`config.mk`:
```
export PLATFORM = sky130hd
export DESIGN_NAME = nibble_delta_yuv422_decoder_core
export DESIGN_NICKNAME = d
export VERILOG_FILES = /design/src/hdl/ndyd_pkg.sv /design/src/hdl/ndyd_fifo.sv /design/src/hdl/ndyd_front.sv /design/src/hdl/ndyd_back.sv /design/src/hdl/nibble_delta_yuv422_decoder_core.sv
export SDC_FILE = /design/constraint.sdc
export NUM_CORES = 1
export LEC_CHECK = 0
export BUFFER_PORTS_ARGS = -buffer_cell sky130_fd_sc_hd__buf_2
export CORE_MARGIN = 3
export CORE_UTILIZATION = 55
export CTS_CLUSTER_DIAMETER = 40
export DETAILED_ROUTE_END_ITERATION = 8
export PLACE_DENSITY = 0.78
export SLEW_MARGIN = 0
export SYNTH_ARGS = -nofsm -noshare
export SYNTH_HDL_FRONTEND = slang
export SYNTH_SLANG_ARGS = --single-unit
```
`constraint.sdc`:
```
create_clock -name clk -period 4.1 [get_ports clk]
set_clock_uncertainty 0.05 [all_clocks]
set_input_delay 1.23 -clock clk [delete_from_list [all_inputs] [get_ports clk]]
set_output_delay 1.23 -clock clk [all_outputs]
set_load 0.05 [all_outputs]
```
`src/hdl/ndyd_pkg.sv`:
```
// shared types, codes and constants of the nibble delta yuv422 decoder
`default_nettype none
package ndyd_pkg;

	localparam int CFG_IDX_W = 1;
	localparam int CFG_DATA_W = 24;
	localparam int CHANNELS = 3;

	localparam logic [15:0] LINE_WIDTH_RESET = 16'd640;
	localparam logic [23:0] CAPACITY_RESET = 24'd614400;

	// nibble codes
	localparam logic [3:0] NIB_SKIP_LO = 4'hD;
	localparam logic [3:0] NIB_ESCAPE = 4'hF;
	// adding 250 modulo 256 is the same as subtracting the delta offset of 6
	localparam logic [7:0] DELTA_BIAS = 8'd250;

	typedef enum logic [CFG_IDX_W-1:0] {
		REG_LINE_WIDTH = 1'b0,
		REG_FRAME_CAPACITY = 1'b1
	} reg_idx_t;

	typedef enum logic [1:0] {
		CMD_DATA = 2'd0,
		CMD_START = 2'd1,
		CMD_END = 2'd2,
		CMD_SPARE = 2'd3
	} cmd_t;

	typedef enum logic [1:0] {
		OP_NONE = 2'd0,
		OP_DELTA = 2'd1,
		OP_LITERAL = 2'd2
	} op_kind_t;

	typedef struct packed {
		logic [1:0] cmd;
		logic [7:0] in_byte;
	} in_item_t;

	typedef struct packed {
		logic [7:0] out_byte;
		logic dropped;
		logic frame_done;
		logic [23:0] bytes_used;
		logic last_of_run;
	} out_item_t;

	// one classified nibble: a delta carries the nibble, a literal the whole byte
	typedef struct packed {
		op_kind_t kind;
		logic [7:0] val;
	} nib_op_t;

	typedef struct packed {
		cmd_t kind;
		nib_op_t op_hi;
		nib_op_t op_lo;
	} work_t;

	// uyvy order: u, y, v, y
	function automatic logic [1:0] chan_of_phase(input logic [1:0] phase);
		logic [1:0] chan;
		unique case (phase)
			2'd0: chan = 2'd0;
			2'd2: chan = 2'd2;
			default: chan = 2'd1;
		endcase
		return chan;
	endfunction

endpackage
`default_nettype wire

```
`src/hdl/ndyd_fifo.sv`:
```
// small first-in first-out queue with registered storage
`default_nettype none
module ndyd_fifo #(
	parameter type T = logic,
	parameter int DEPTH = 2
) (
	input logic clk,
	input logic arst_n,
	input logic push,
	output logic full,
	input T wdata,
	input logic pop,
	output logic empty,
	output T rdata
);
	localparam int PTR_W = (DEPTH > 1) ? $clog2(DEPTH) : 1;
	localparam int CNT_W = $clog2(DEPTH + 1);

	T mem_q [DEPTH];
	logic [PTR_W-1:0] wr_ptr_q;
	logic [PTR_W-1:0] rd_ptr_q;
	logic [CNT_W-1:0] count_q;
	logic do_push;
	logic do_pop;

	assign full = (count_q == CNT_W'(DEPTH));
	assign empty = (count_q == '0);
	assign do_push = push && !full;
	assign do_pop = pop && !empty;
	assign rdata = mem_q[rd_ptr_q];

	always_ff @(posedge clk) begin
		if (do_push) begin
			mem_q[wr_ptr_q] <= wdata;
		end
	end

	always_ff @(posedge clk or negedge arst_n) begin
		if (!arst_n) begin
			wr_ptr_q <= '0;
			rd_ptr_q <= '0;
			count_q <= '0;
		end else begin
			if (do_push) begin
				wr_ptr_q <= (wr_ptr_q == PTR_W'(DEPTH - 1)) ? '0 : wr_ptr_q + 1'b1;
			end
			if (do_pop) begin
				rd_ptr_q <= (rd_ptr_q == PTR_W'(DEPTH - 1)) ? '0 : rd_ptr_q + 1'b1;
			end
			if (do_push && !do_pop) begin
				count_q <= count_q + 1'b1;
			end else if (do_pop && !do_push) begin
				count_q <= count_q - 1'b1;
			end
		end
	end
endmodule
`default_nettype wire

```
`src/hdl/ndyd_front.sv`:
```
// front end: accepts items and classifies both nibbles of a data byte
`default_nettype none
module ndyd_front (
	input logic clk,
	input logic arst_n,
	input logic push,
	output logic full,
	input ndyd_pkg::in_item_t data,
	output logic wq_push,
	input logic wq_full,
	output ndyd_pkg::work_t wq_data
);
	import ndyd_pkg::*;

	typedef enum logic [1:0] {
		MODE_DELTA = 2'd0,
		MODE_LIT_HI = 2'd1,
		MODE_LIT_LO = 2'd2
	} mode_t;

	typedef struct packed {
		nib_op_t op;
		mode_t mode;
		logic [3:0] lit_hi;
	} step_t;

	function automatic step_t nib_step(input mode_t mode, input logic [3:0] lit_hi,
			input logic [3:0] nib);
		step_t s;
		s.op.kind = OP_NONE;
		s.op.val = {lit_hi, nib};
		s.mode = MODE_DELTA;
		s.lit_hi = lit_hi;
		unique case (mode)
			MODE_LIT_HI: begin
				s.mode = MODE_LIT_LO;
				s.lit_hi = nib;
			end
			MODE_LIT_LO: begin
				s.op.kind = OP_LITERAL;
			end
			default: begin
				if (nib < NIB_SKIP_LO) begin
					s.op.kind = OP_DELTA;
					s.op.val = {4'h0, nib};
				end else if (nib == NIB_ESCAPE) begin
					s.mode = MODE_LIT_HI;
				end
			end
		endcase
		return s;
	endfunction

	mode_t mode_q;
	logic [3:0] lit_hi_q;
	step_t hi_step;
	step_t lo_step;
	logic accept;
	cmd_t cmd;

	// literal tracking never depends on what the back end does with the bytes
	always_comb begin
		cmd = cmd_t'(data.cmd);
		hi_step = nib_step(mode_q, lit_hi_q, data.in_byte[7:4]);
		lo_step = nib_step(hi_step.mode, hi_step.lit_hi, data.in_byte[3:0]);
		accept = push && !wq_full;
		full = wq_full;
		wq_push = accept && (cmd != CMD_SPARE);
		wq_data.kind = cmd;
		wq_data.op_hi = hi_step.op;
		wq_data.op_lo = lo_step.op;
	end

	always_ff @(posedge clk or negedge arst_n) begin
		if (!arst_n) begin
			mode_q <= MODE_DELTA;
			lit_hi_q <= '0;
		end else if (accept) begin
			if (cmd == CMD_START) begin
				mode_q <= MODE_DELTA;
				lit_hi_q <= '0;
			end else if (cmd == CMD_DATA) begin
				mode_q <= lo_step.mode;
				lit_hi_q <= lo_step.lit_hi;
			end
		end
	end
endmodule
`default_nettype wire

```
`src/hdl/ndyd_back.sv`:
```
// back end: configuration registers, channel state, one decoded byte per unstalled cycle
`default_nettype none
module ndyd_back (
	input logic clk,
	input logic arst_n,
	input logic cfg_valid,
	output logic cfg_ready,
	input logic [ndyd_pkg::CFG_IDX_W-1:0] cfg_index,
	input logic [ndyd_pkg::CFG_DATA_W-1:0] cfg_data,
	input ndyd_pkg::work_t work,
	input logic work_empty,
	output logic work_pop,
	output ndyd_pkg::out_item_t res,
	output logic res_push,
	input logic res_full
);
	import ndyd_pkg::*;

	logic [15:0] line_width_q;
	logic [23:0] frame_capacity_q;
	logic [7:0] last_q [CHANNELS];
	logic [1:0] phase_q;
	logic [16:0] line_pos_q;
	logic [23:0] wr_pos_q;
	logic sel_q;

	logic lo_slot;
	nib_op_t op;
	logic step;
	logic [1:0] chan;
	logic [7:0] prev;
	logic [7:0] byte_val;
	logic drop;
	logic [16:0] line_inc;
	logic line_wrap;
	logic is_data;
	logic is_end;
	logic emit_byte;
	logic write_byte;

	assign cfg_ready = 1'b1;

	always_comb begin
		// an empty high slot lets the low slot go in the same cycle
		lo_slot = sel_q || (work.op_hi.kind == OP_NONE);
		op = lo_slot ? work.op_lo : work.op_hi;
		step = !work_empty && !res_full;
		is_data = (work.kind == CMD_DATA);
		is_end = (work.kind == CMD_END);
		chan = chan_of_phase(phase_q);
		prev = last_q[chan];
		if (op.kind == OP_LITERAL) begin
			byte_val = op.val;
		end else begin
			byte_val = prev + op.val + DELTA_BIAS;
		end
		drop = (wr_pos_q >= frame_capacity_q);
		line_inc = line_pos_q + 17'd1;
		line_wrap = (line_inc == {line_width_q, 1'b0});
		emit_byte = step && is_data && (op.kind != OP_NONE);
		write_byte = emit_byte && !drop;
		res_push = emit_byte || (step && is_end);
		// an empty low slot is skipped
		work_pop = step && (!is_data || lo_slot || (work.op_lo.kind == OP_NONE));
		if (is_end) begin
			res.out_byte = '0;
			res.dropped = 1'b0;
			res.frame_done = 1'b1;
			res.bytes_used = wr_pos_q;
			res.last_of_run = 1'b1;
		end else begin
			res.out_byte = byte_val;
			res.dropped = drop;
			res.frame_done = 1'b0;
			res.bytes_used = '0;
			res.last_of_run = lo_slot || (work.op_lo.kind == OP_NONE);
		end
	end

	always_ff @(posedge clk or negedge arst_n) begin
		if (!arst_n) begin
			line_width_q <= LINE_WIDTH_RESET;
			frame_capacity_q <= CAPACITY_RESET;
			for (int i = 0; i < CHANNELS; i++) begin
				last_q[i] <= '0;
			end
			phase_q <= '0;
			line_pos_q <= '0;
			wr_pos_q <= '0;
			sel_q <= 1'b0;
		end else begin
			if (cfg_valid) begin
				unique case (reg_idx_t'(cfg_index))
					REG_LINE_WIDTH: line_width_q <= cfg_data[15:0];
					REG_FRAME_CAPACITY: frame_capacity_q <= cfg_data;
					default: ;
				endcase
			end
			if (step) begin
				sel_q <= !work_pop;
				if (work.kind == CMD_START) begin
					for (int i = 0; i < CHANNELS; i++) begin
						last_q[i] <= '0;
					end
					phase_q <= '0;
					line_pos_q <= '0;
					wr_pos_q <= '0;
				end else if (write_byte) begin
					wr_pos_q <= wr_pos_q + 24'd1;
					phase_q <= phase_q + 2'd1;
					if (line_wrap) begin
						for (int i = 0; i < CHANNELS; i++) begin
							last_q[i] <= '0;
						end
						line_pos_q <= '0;
					end else begin
						last_q[chan] <= byte_val;
						line_pos_q <= line_inc;
					end
				end
			end
		end
	end
endmodule
`default_nettype wire

```
`src/hdl/nibble_delta_yuv422_decoder_core.sv`:
```
// top level of the nibble delta yuv422 decoder
// Usage:
// - input side is a queue: write an item with push while full is low; cmd 0 carries a
//   compressed byte, cmd 1 starts a frame, cmd 2 ends it, cmd 3 is dropped.
// - result side is a queue: while empty is low the oldest result is on result; pop takes it.
//   a data byte gives zero, one or two decoded bytes, a frame end gives one report.
// - configuration: cfg_index 0 line width, 1 frame capacity, written when cfg_valid is high;
//   cfg_ready is always high. write only while no item is in flight.
// - path: an accepted item is registered in the work queue and its results in the result
//   queue; of an item that yields two, the first result comes out before the second.
// - throughput: one item per cycle when it yields at most one result and nothing stalls; an
//   item that yields two holds the work queue until its second byte is written; the back end
//   writes one decoded byte per cycle into the result queue while work waits and it has room.
// - reset clears the queues and all channel state and loads line width 640 and capacity
//   614400.
// - when the receiver stops popping, the result queue fills, the back end holds, the work
//   queue fills and full rises; nothing is lost.
`default_nettype none
module nibble_delta_yuv422_decoder_core #(
	parameter int WORK_DEPTH = 2,
	parameter int OUT_DEPTH = 2
) (
	input logic clk,
	input logic arst_n,
	input logic push,
	output logic full,
	input ndyd_pkg::in_item_t data,
	input logic pop,
	output logic empty,
	output ndyd_pkg::out_item_t result,
	input logic cfg_valid,
	output logic cfg_ready,
	input logic [ndyd_pkg::CFG_IDX_W-1:0] cfg_index,
	input logic [ndyd_pkg::CFG_DATA_W-1:0] cfg_data
);
	import ndyd_pkg::*;

	logic wq_push;
	logic wq_full;
	work_t wq_wdata;
	logic wq_pop;
	logic wq_empty;
	work_t wq_rdata;
	logic res_push;
	logic res_full;
	out_item_t res_wdata;

	ndyd_front u_front (
		.clk(clk),
		.arst_n(arst_n),
		.push(push),
		.full(full),
		.data(data),
		.wq_push(wq_push),
		.wq_full(wq_full),
		.wq_data(wq_wdata)
	);

	ndyd_fifo #(.T(work_t), .DEPTH(WORK_DEPTH)) u_work_q (
		.clk(clk),
		.arst_n(arst_n),
		.push(wq_push),
		.full(wq_full),
		.wdata(wq_wdata),
		.pop(wq_pop),
		.empty(wq_empty),
		.rdata(wq_rdata)
	);

	ndyd_back u_back (
		.clk(clk),
		.arst_n(arst_n),
		.cfg_valid(cfg_valid),
		.cfg_ready(cfg_ready),
		.cfg_index(cfg_index),
		.cfg_data(cfg_data),
		.work(wq_rdata),
		.work_empty(wq_empty),
		.work_pop(wq_pop),
		.res(res_wdata),
		.res_push(res_push),
		.res_full(res_full)
	);

	ndyd_fifo #(.T(out_item_t), .DEPTH(OUT_DEPTH)) u_out_q (
		.clk(clk),
		.arst_n(arst_n),
		.push(res_push),
		.full(res_full),
		.wdata(res_wdata),
		.pop(pop),
		.empty(empty),
		.rdata(result)
	);
endmodule
`default_nettype wire

```
==> results of run 1 <==
placed cells by master (no fill, tap or decap), types with 11 or more instances in the layout:
master / synthesis / routed
a21oi_1: 52 / 52
inv_1: 76 / 76
ha_1: 46 / 46
nand3_1: 32 / 32
clkbuf_16: 0 / 36
nor2_1: 67 / 67
buf_4: 3 / 28
buf_2: 8 / 75
and2_1: 24 / 24
o21ai_0: 47 / 47
edfxtp_1: 114 / 114
nor3b_1: 20 / 20
mux2i_1: 21 / 21
nand4_1: 15 / 15
dfrtp_1: 116 / 116
xnor2_1: 24 / 24
o211ai_1: 26 / 26
xor2_1: 19 / 19
and3_1: 11 / 11
or3_1: 15 / 15
mux2_2: 73 / 73
nand2_1: 77 / 77
a32oi_1: 23 / 23
nor3_1: 22 / 21
registers in the layout, indices dropped and copies added (netlist names):
signal and flops:
u_work_q.wr_ptr_q 1, u_work_q.rd_ptr_q 1, u_out_q.mem_q 70, u_back.line_pos_q 17, u_work_q.mem_q 44, u_out_q.count_q 2, u_back.line_width_q 16, u_front.lit_hi_q 4
u_front.mode_q 2, u_back.frame_capacity_q 24, u_back.phase_q 2, u_back.last_q 24, u_back.wr_pos_q 24, u_out_q.rd_ptr_q 1, u_back.sel_q 1, u_out_q.wr_ptr_q 1
u_work_q.count_q 2
where the power goes:
group	internal, µW	switching (µW)
Combinational	1790	3250
Sequential	3220	312
Clock	1710	1070
Total	6720	4620
worst max-delay path by stage:
stage | startpoint | to | slack, ps | cells past startpoint
after CTS | u_work_q.rd_ptr_q$_DFFE_PN0P_ | u_out_q.mem_q[1][34]$_DFFE_PP_ | 350 | 14
after global placement | u_work_q.rd_ptr_q$_DFFE_PN0P_ | u_out_q.mem_q[0][34]$_DFFE_PP_ | 470 | 14
after detailed placement | u_work_q.rd_ptr_q$_DFFE_PN0P_ | u_out_q.mem_q[0][34]$_DFFE_PP_ | 370 | 14
final | u_work_q.rd_ptr_q$_DFFE_PN0P_ | u_out_q.mem_q[1][34]$_DFFE_PP_ | 360 | 14
after floorplan | u_work_q.rd_ptr_q$_DFFE_PN0P_ | u_out_q.mem_q[0][34]$_DFFE_PP_ | 410 | 16
after global routing | u_work_q.rd_ptr_q$_DFFE_PN0P_ | u_out_q.mem_q[0][34]$_DFFE_PP_ | 60 | 14
cells by family (layout without fill, tap and decap cells):
kind of cell	Yosys count	count (layout)	synth area share, %
and+or+nand+nor	332	332	14.0
AOI/OAI and AO/OA	217	217	11.9
muxes	102	102	9.73
buffers and inverters	137	243	4.30
other	1	1	0.0301
DFF	236	236	52.0
adders and majority gates	47	47	4.78
xor gates and xnor gates	44	44	3.21
through the flow:
| stage | instances | hold WS (ps) | area, µm² | utilization (%) | setup slack, ps |
|---|---|---|---|---|---|
| finish | 1502 | 455 | 14300 | 65.0 | 359 |
| global placement | 1440 | 435 | 13200 | 60.0 | 470 |
| global route | 1502 | 462 | 14300 | 65.0 | 60.6 |
| CTS | 1502 | 454 | 14300 | 65.0 | 352 |
| detailed placement | 1440 | 443 | 13200 | 60.0 | 367 |
| floorplan | 1116 | 405 | 12500 | - | 415 |
worst max-delay path, cell delays in order (launching register included):
cell and delay [ps]:
dfrtp_1 610, nor3_1 120, a211oi_2 270, buf_4 220, mux4_2 320, ha_1 310, inv_1 60, fa_1 460
nor2b_1 160, o31a_1 160, o22ai_1 90, xnor2_1 140, nand2_1 80, xor2_1 330, nor2_1 100
layout make-up:
cell class	instances	area, µm²	share of cell area [%]
clock buffers	41	930	6.49
clock inverters	21	174	1.22
inverters	76	285	1.99
multi-input cells	743	5470	38.2
flip-flops and latches	236	6480	45.3
well taps	280	350	2.45
repair buffers	105	626	4.37
routing by layer:
metal  up-vias  GRT usage, %  part of all wire [%]
li1       4273             -                     -
met1      4470          31.5                    42
met2       353          39.8                    49
met3        40          3.76                   6.3
met4         0          7.04                   2.2
met5         -             0                     0
==> run_results.csv, run 1 <==
group,metric,value,unit
status,status,"finished clean",
final_layout,fin_nets,1284,
timing,maxSlewViolCount,0,
hold_path,hold_start,"u_back.frame_capacity_q[17]$_DFFE_PN0P_",
logic_synthesis,synth-seq-cells,236,
clock_network,clockBufferDepth,3,
final_layout,antenna_cells,0,
logic_synthesis,synth.most_common_cell,"dfrtp_1",
logic_synthesis,synth_top_area_cell,"edfxtp_1",
pwr,power.leakage,0.00583,µW
worst_setup_path,cp_max_fo,9,
detailed_routing,first_pass_iters,6,
clock_network,htreeDepth,2,
detailed_routing,wl,28.7,mm
flow_run,cap_viol_max_count,0,
hold_path,worst_hold_path.endpoint,"u_back.frame_capacity_q[17]$_DFFE_PN0P_",
global_routing,grt_max_degree,44,
logic_synthesis,syn_area_per_cell,11.2,µm²
place,dp.final_hpwl,20.1,mm
global_routing,grt_pass1_vias,9168,
worst_setup_path,ff2ff_setup_slack,360,ps
clock_network,postCtsHoldBufs,0,
logic_synthesis,syn-num-nets,1203,
clock_network,postCtsSetupBuffers,0,
worst_setup_path,worstRegToRegCells,14,
final_layout,area_growth,14.9,%
die,initial_core_util,56.6,%
final_layout,drive_above_1_share,22.0,%
timing,worst_pin_slew,1190,ps
global_routing,groute.usage.overall,23.5,%
timing,hold_viol,0,
detailed_routing,drc,0,
place,gp_congestion,0.925,
logic_synthesis,synthDistinctLibCells,77,
place,io_buffers,76,
hold_path,min_path_type,"flop to flop",
timing,tns,0,ps
worst_setup_path,worstSetupPathType,"flop to flop",
logic_synthesis,synth_common_cells,"dfrtp_1, edfxtp_1, nand2_1, inv_1, mux2_2",
worst_setup_path,worstSetupEndpointType,"flop",
clock_network,insertion_delay,500,ps
timing,slew_headroom,20.1,%
clock_network,clock-sinks,236,
worst_setup_path,cp.required,4280,ps
timing,grt_setup_unrepaired,"false",
clock_network,cts_tree,"yes",
pwr,power.density_cell_area,792,mW/mm²
clock_network,clockRootBuffer,"clkbuf_16",
hold_path,hold_depth,1,
logic_synthesis,synth-async-reset-ratio,51.7,%
detailed_routing,ant_nets,0,
logic_synthesis,yosysSeqAreaShare,52.0,%
logic_synthesis,synth_area_leaders,"edfxtp_1, dfrtp_1, mux2_2",
clock_network,clkTransAtPathRegs,60,ps
timing,min_period,3740,ps
logic_synthesis,synth_edf_count,114,
detailed_routing,vias_per_cell,6.08,
logic_synthesis,synth_warnings,0,
worst_setup_path,reg2reg_from,"u_work_q.rd_ptr_q$_DFFE_PN0P_",
timing,fin_crit_sh,91.2,%
logic_synthesis,synth_top_area_share,27.5,%
worst_setup_path,start_kind,"flop",
die,io_pins,78,
global_routing,antenna_found_initial,0,
detailed_routing,drt_iter0_markers,670,
pwr,vdd_drop_max,0.000840,V
detailed_routing,vias,9136,
die,die_area,0.0245,mm²
die,dieHeight,157,µm
logic_synthesis,synthCells,1116,
final_layout,nFillCells,1642,
timing,clock.fmax,0.267,GHz
worst_setup_path,crit_arrival,3920,ps
logic_synthesis,ys.flop_type,"dfrtp_1",
detailed_routing,wl_per_cell,19.1,µm
timing,final-setup-viol-count,0,
pwr,total_power,11300,µW
die,core,0.0220,mm²
worst_setup_path,reg2reg_to,"u_out_q.mem_q[1][34]$_DFFE_PP_",
logic_synthesis,synth_area,0.0125,mm²
clock_network,numCtsBuffers,35,
die,die_w,157,µm
die,rows,54,
global_routing,grt_overflow_total,0,
clock_network,cts_resized,0,
global_routing,grt_pass1_wl,46.8,mm
(Power assumes the default switching activity.)
==> run 2: changes to the inputs <==
PLACE_DENSITY = 0.85   (was 0.78)
==> run 2 against run 1 <==
  * Cell area is 0.28% higher
  * Critical path depth stayed put
  * Via count is 1.4% higher
  * Maximum frequency is 2.3% lower
==> run_results.csv, run 2 (synthesized netlist as in run 1, its figures left out) <==
group,metric,value,unit
final_layout,nFillCells,1605,
clock_network,clock-sinks,236,
pwr,power.density_cell_area,819,mW/mm²
final_layout,largest_reg_flops,70,
pwr,vdd_drop_max,0.000683,V
pwr,pwr-share-clk,25.5,%
die,die_w,157,µm
global_routing,grt_overflow_total,0,
global_routing,grt_max_degree,72,
worst_setup_path,slowest_delay,490,ps
final_layout,seqCellArea,0.00648,mm²
final_layout,antenna_cells,0,
timing,tns,0,ps
global_routing,antenna_found_initial,0,
flow_run,cap_viol_max_count,0,
final_layout,final_common_cell,"dfrtp_1",
final_layout,postLayoutCellArea,0.0144,mm²
pwr,power_frac_seq,30.2,%
place,dp.final_hpwl,20.2,mm
timing,worst_pin_slew,972,ps
detailed_routing,drt_iter0_markers,841,
pwr,p_int,6930,µW
worst_setup_path,worstSetupEndpointType,"flop",
worst_setup_path,cp_max_fo,8,
die,die_area,0.0245,mm²
worst_setup_path,crit_arrival,4020,ps
final_layout,fin_nets,1279,
place,placed_area,0.0132,mm²
timing,final-setup-viol-count,0,
pwr,p_switching,4820,µW
clock_network,postCtsHoldBufs,0,
timing,fin_crit_sh,93.4,%
pwr,power.leakage,0.00583,µW
final_layout,area_growth,15.2,%
clock_network,htreeDepth,2,
place,gp_congestion,0.925,
worst_setup_path,cp.required,4290,ps
timing,clock.fmax,0.261,GHz
final_layout,reg_top3,"u_out_q.mem_q x70, u_work_q.mem_q x44",
final_layout,multi_input_area,0.00547,mm²
hold_path,min_path_type,"flop to flop",
timing,min_period,3830,ps
worst_setup_path,cp_slowest_cell,"dfrtp_1",
global_routing,grt_pass1_vias,9340,
final_layout,drive_above_1_share,21.5,%
die,core,0.0220,mm²
clock_network,clockBufferDepth,3,
clock_network,insertion_delay,510,ps
clock_network,clkTransAtPathRegs,60,ps
final_layout,largest-register,"u_out_q.mem_q",
timing,hold_viol,0,
clock_network,numCtsBuffers,34,
detailed_routing,first_pass_iters,8,
clock_network,clockRootBuffer,"clkbuf_16",
final_layout,final_cell_mix,"dfrtp_1, edfxtp_1, nand2_1, inv_1, buf_2",
die,dieHeight,157,µm
detailed_routing,drc,0,
detailed_routing,vias_per_cell,6.19,
detailed_routing,wl,29.3,mm
die,io_pins,78,
pwr,share_comb_of_total_power,44.2,%
clock_network,cts_tree,"yes",
detailed_routing,vias,9264,
detailed_routing,wl_per_cell,19.6,µm
place,io_buffers,76,
clock_network,postCtsSetupBuffers,0,
status,status,"finished clean",
worst_setup_path,start_kind,"flop",
timing,grt_setup_unrepaired,"false",
pwr,p_sw_share,41.0,%
die,initial_core_util,56.6,%
timing,slew_headroom,35.2,%
global_routing,grt_pass1_wl,47.4,mm
clock_network,cts_resized,0,
die,rows,54,
worst_setup_path,worstSetupPathType,"flop to flop",
detailed_routing,ant_nets,0,
global_routing,groute.usage.overall,23.9,%
worst_setup_path,path_cells,"nor3_1 -> a211oi_2 -> buf_4 -> mux4_2 -> ha_1 -> inv_1 -> fa_1 -> nor2b_1 -> o31a_1 -> o22ai_1 -> xnor2_1 -> nand2_1 -> xor2_2 -> nor2_1",
timing,maxSlewViolCount,0,
-- run 2: power groups by stage --
stage	logic (µW)	clock network, µW	registers [µW]
4_1_cts	5130	3040	3550
3_5_place_dp	5050	0	3580
5_1_grt	5650	3140	3600
3_3_place_gp	4830	0	3540
6_report	5200	3000	3550
2_1_floorplan	3770	0	3440
-- run 2: worst paths after layout --
kind	start	end	slack [ps]	cells after the start
max	u_work_q.rd_ptr_q$_DFFE_PN0P_	u_out_q.mem_q[0][34]$_DFFE_PP_	270	14
min	u_back.frame_capacity_q[21]$_DFFE_PN0P_	u_back.frame_capacity_q[21]$_DFFE_PN0P_	460	1
max reg2reg	u_work_q.rd_ptr_q$_DFFE_PN0P_	u_out_q.mem_q[0][34]$_DFFE_PP_	270	14
min reg2reg	u_back.frame_capacity_q[21]$_DFFE_PN0P_	u_back.frame_capacity_q[21]$_DFFE_PN0P_	460	1
max in group asynchronous	arst_n	u_front.lit_hi_q[3]$_DFFE_PN0P_	2430	2
min in group asynchronous	arst_n	u_back.line_width_q[13]$_DFFE_PN0P_	800	2
-- run 2: final cells by class --
class                      instances  share of cell area, %
sequential                       236                   45.2
tap                              280                   2.44
multi-input combinational        743                   38.1
timing repair buffer             101                   4.15
clock buffer                      38                   6.18
clock inverter                    22                   1.97
inverter                          76                   1.99
-- run 2: stage by stage --
stage	total power, µW	hold WS (ps)	util (%)	cells	setup WS (ps)
floorplan	7210	405	-	1116	415
global placement	8370	436	59.8	1436	475
detailed placement	8630	445	59.8	1436	310
CTS	11700	459	65.1	1496	250
global route	12400	482	65.2	1496	73.4
finish	11800	456	65.2	1496	272
-- run 2: critical path: cells and delay by family (launching register included) --
| family | cells | cell delay (ps) |
|---|---|---|
| compound gates | 3 | 670 |
| xor+xnor | 2 | 450 |
| fa+ha+maj | 2 | 780 |
| buf+inv | 2 | 290 |
| flops | 1 | 490 |
| mux | 1 | 320 |
| simple gates | 4 | 510 |
-- run 2: layer usage --
metal  global-route usage (%)  part of all wire, %  wire [µm]  vias up
li1                         -                    -          -     4263
met3                     3.87                  6.6       1940       79
met1                     30.3                   40      11700     4524
met5                        0                    0          0        -
met4                     9.63                  3.6       1060        0
met2                     41.3                   50      14600      398
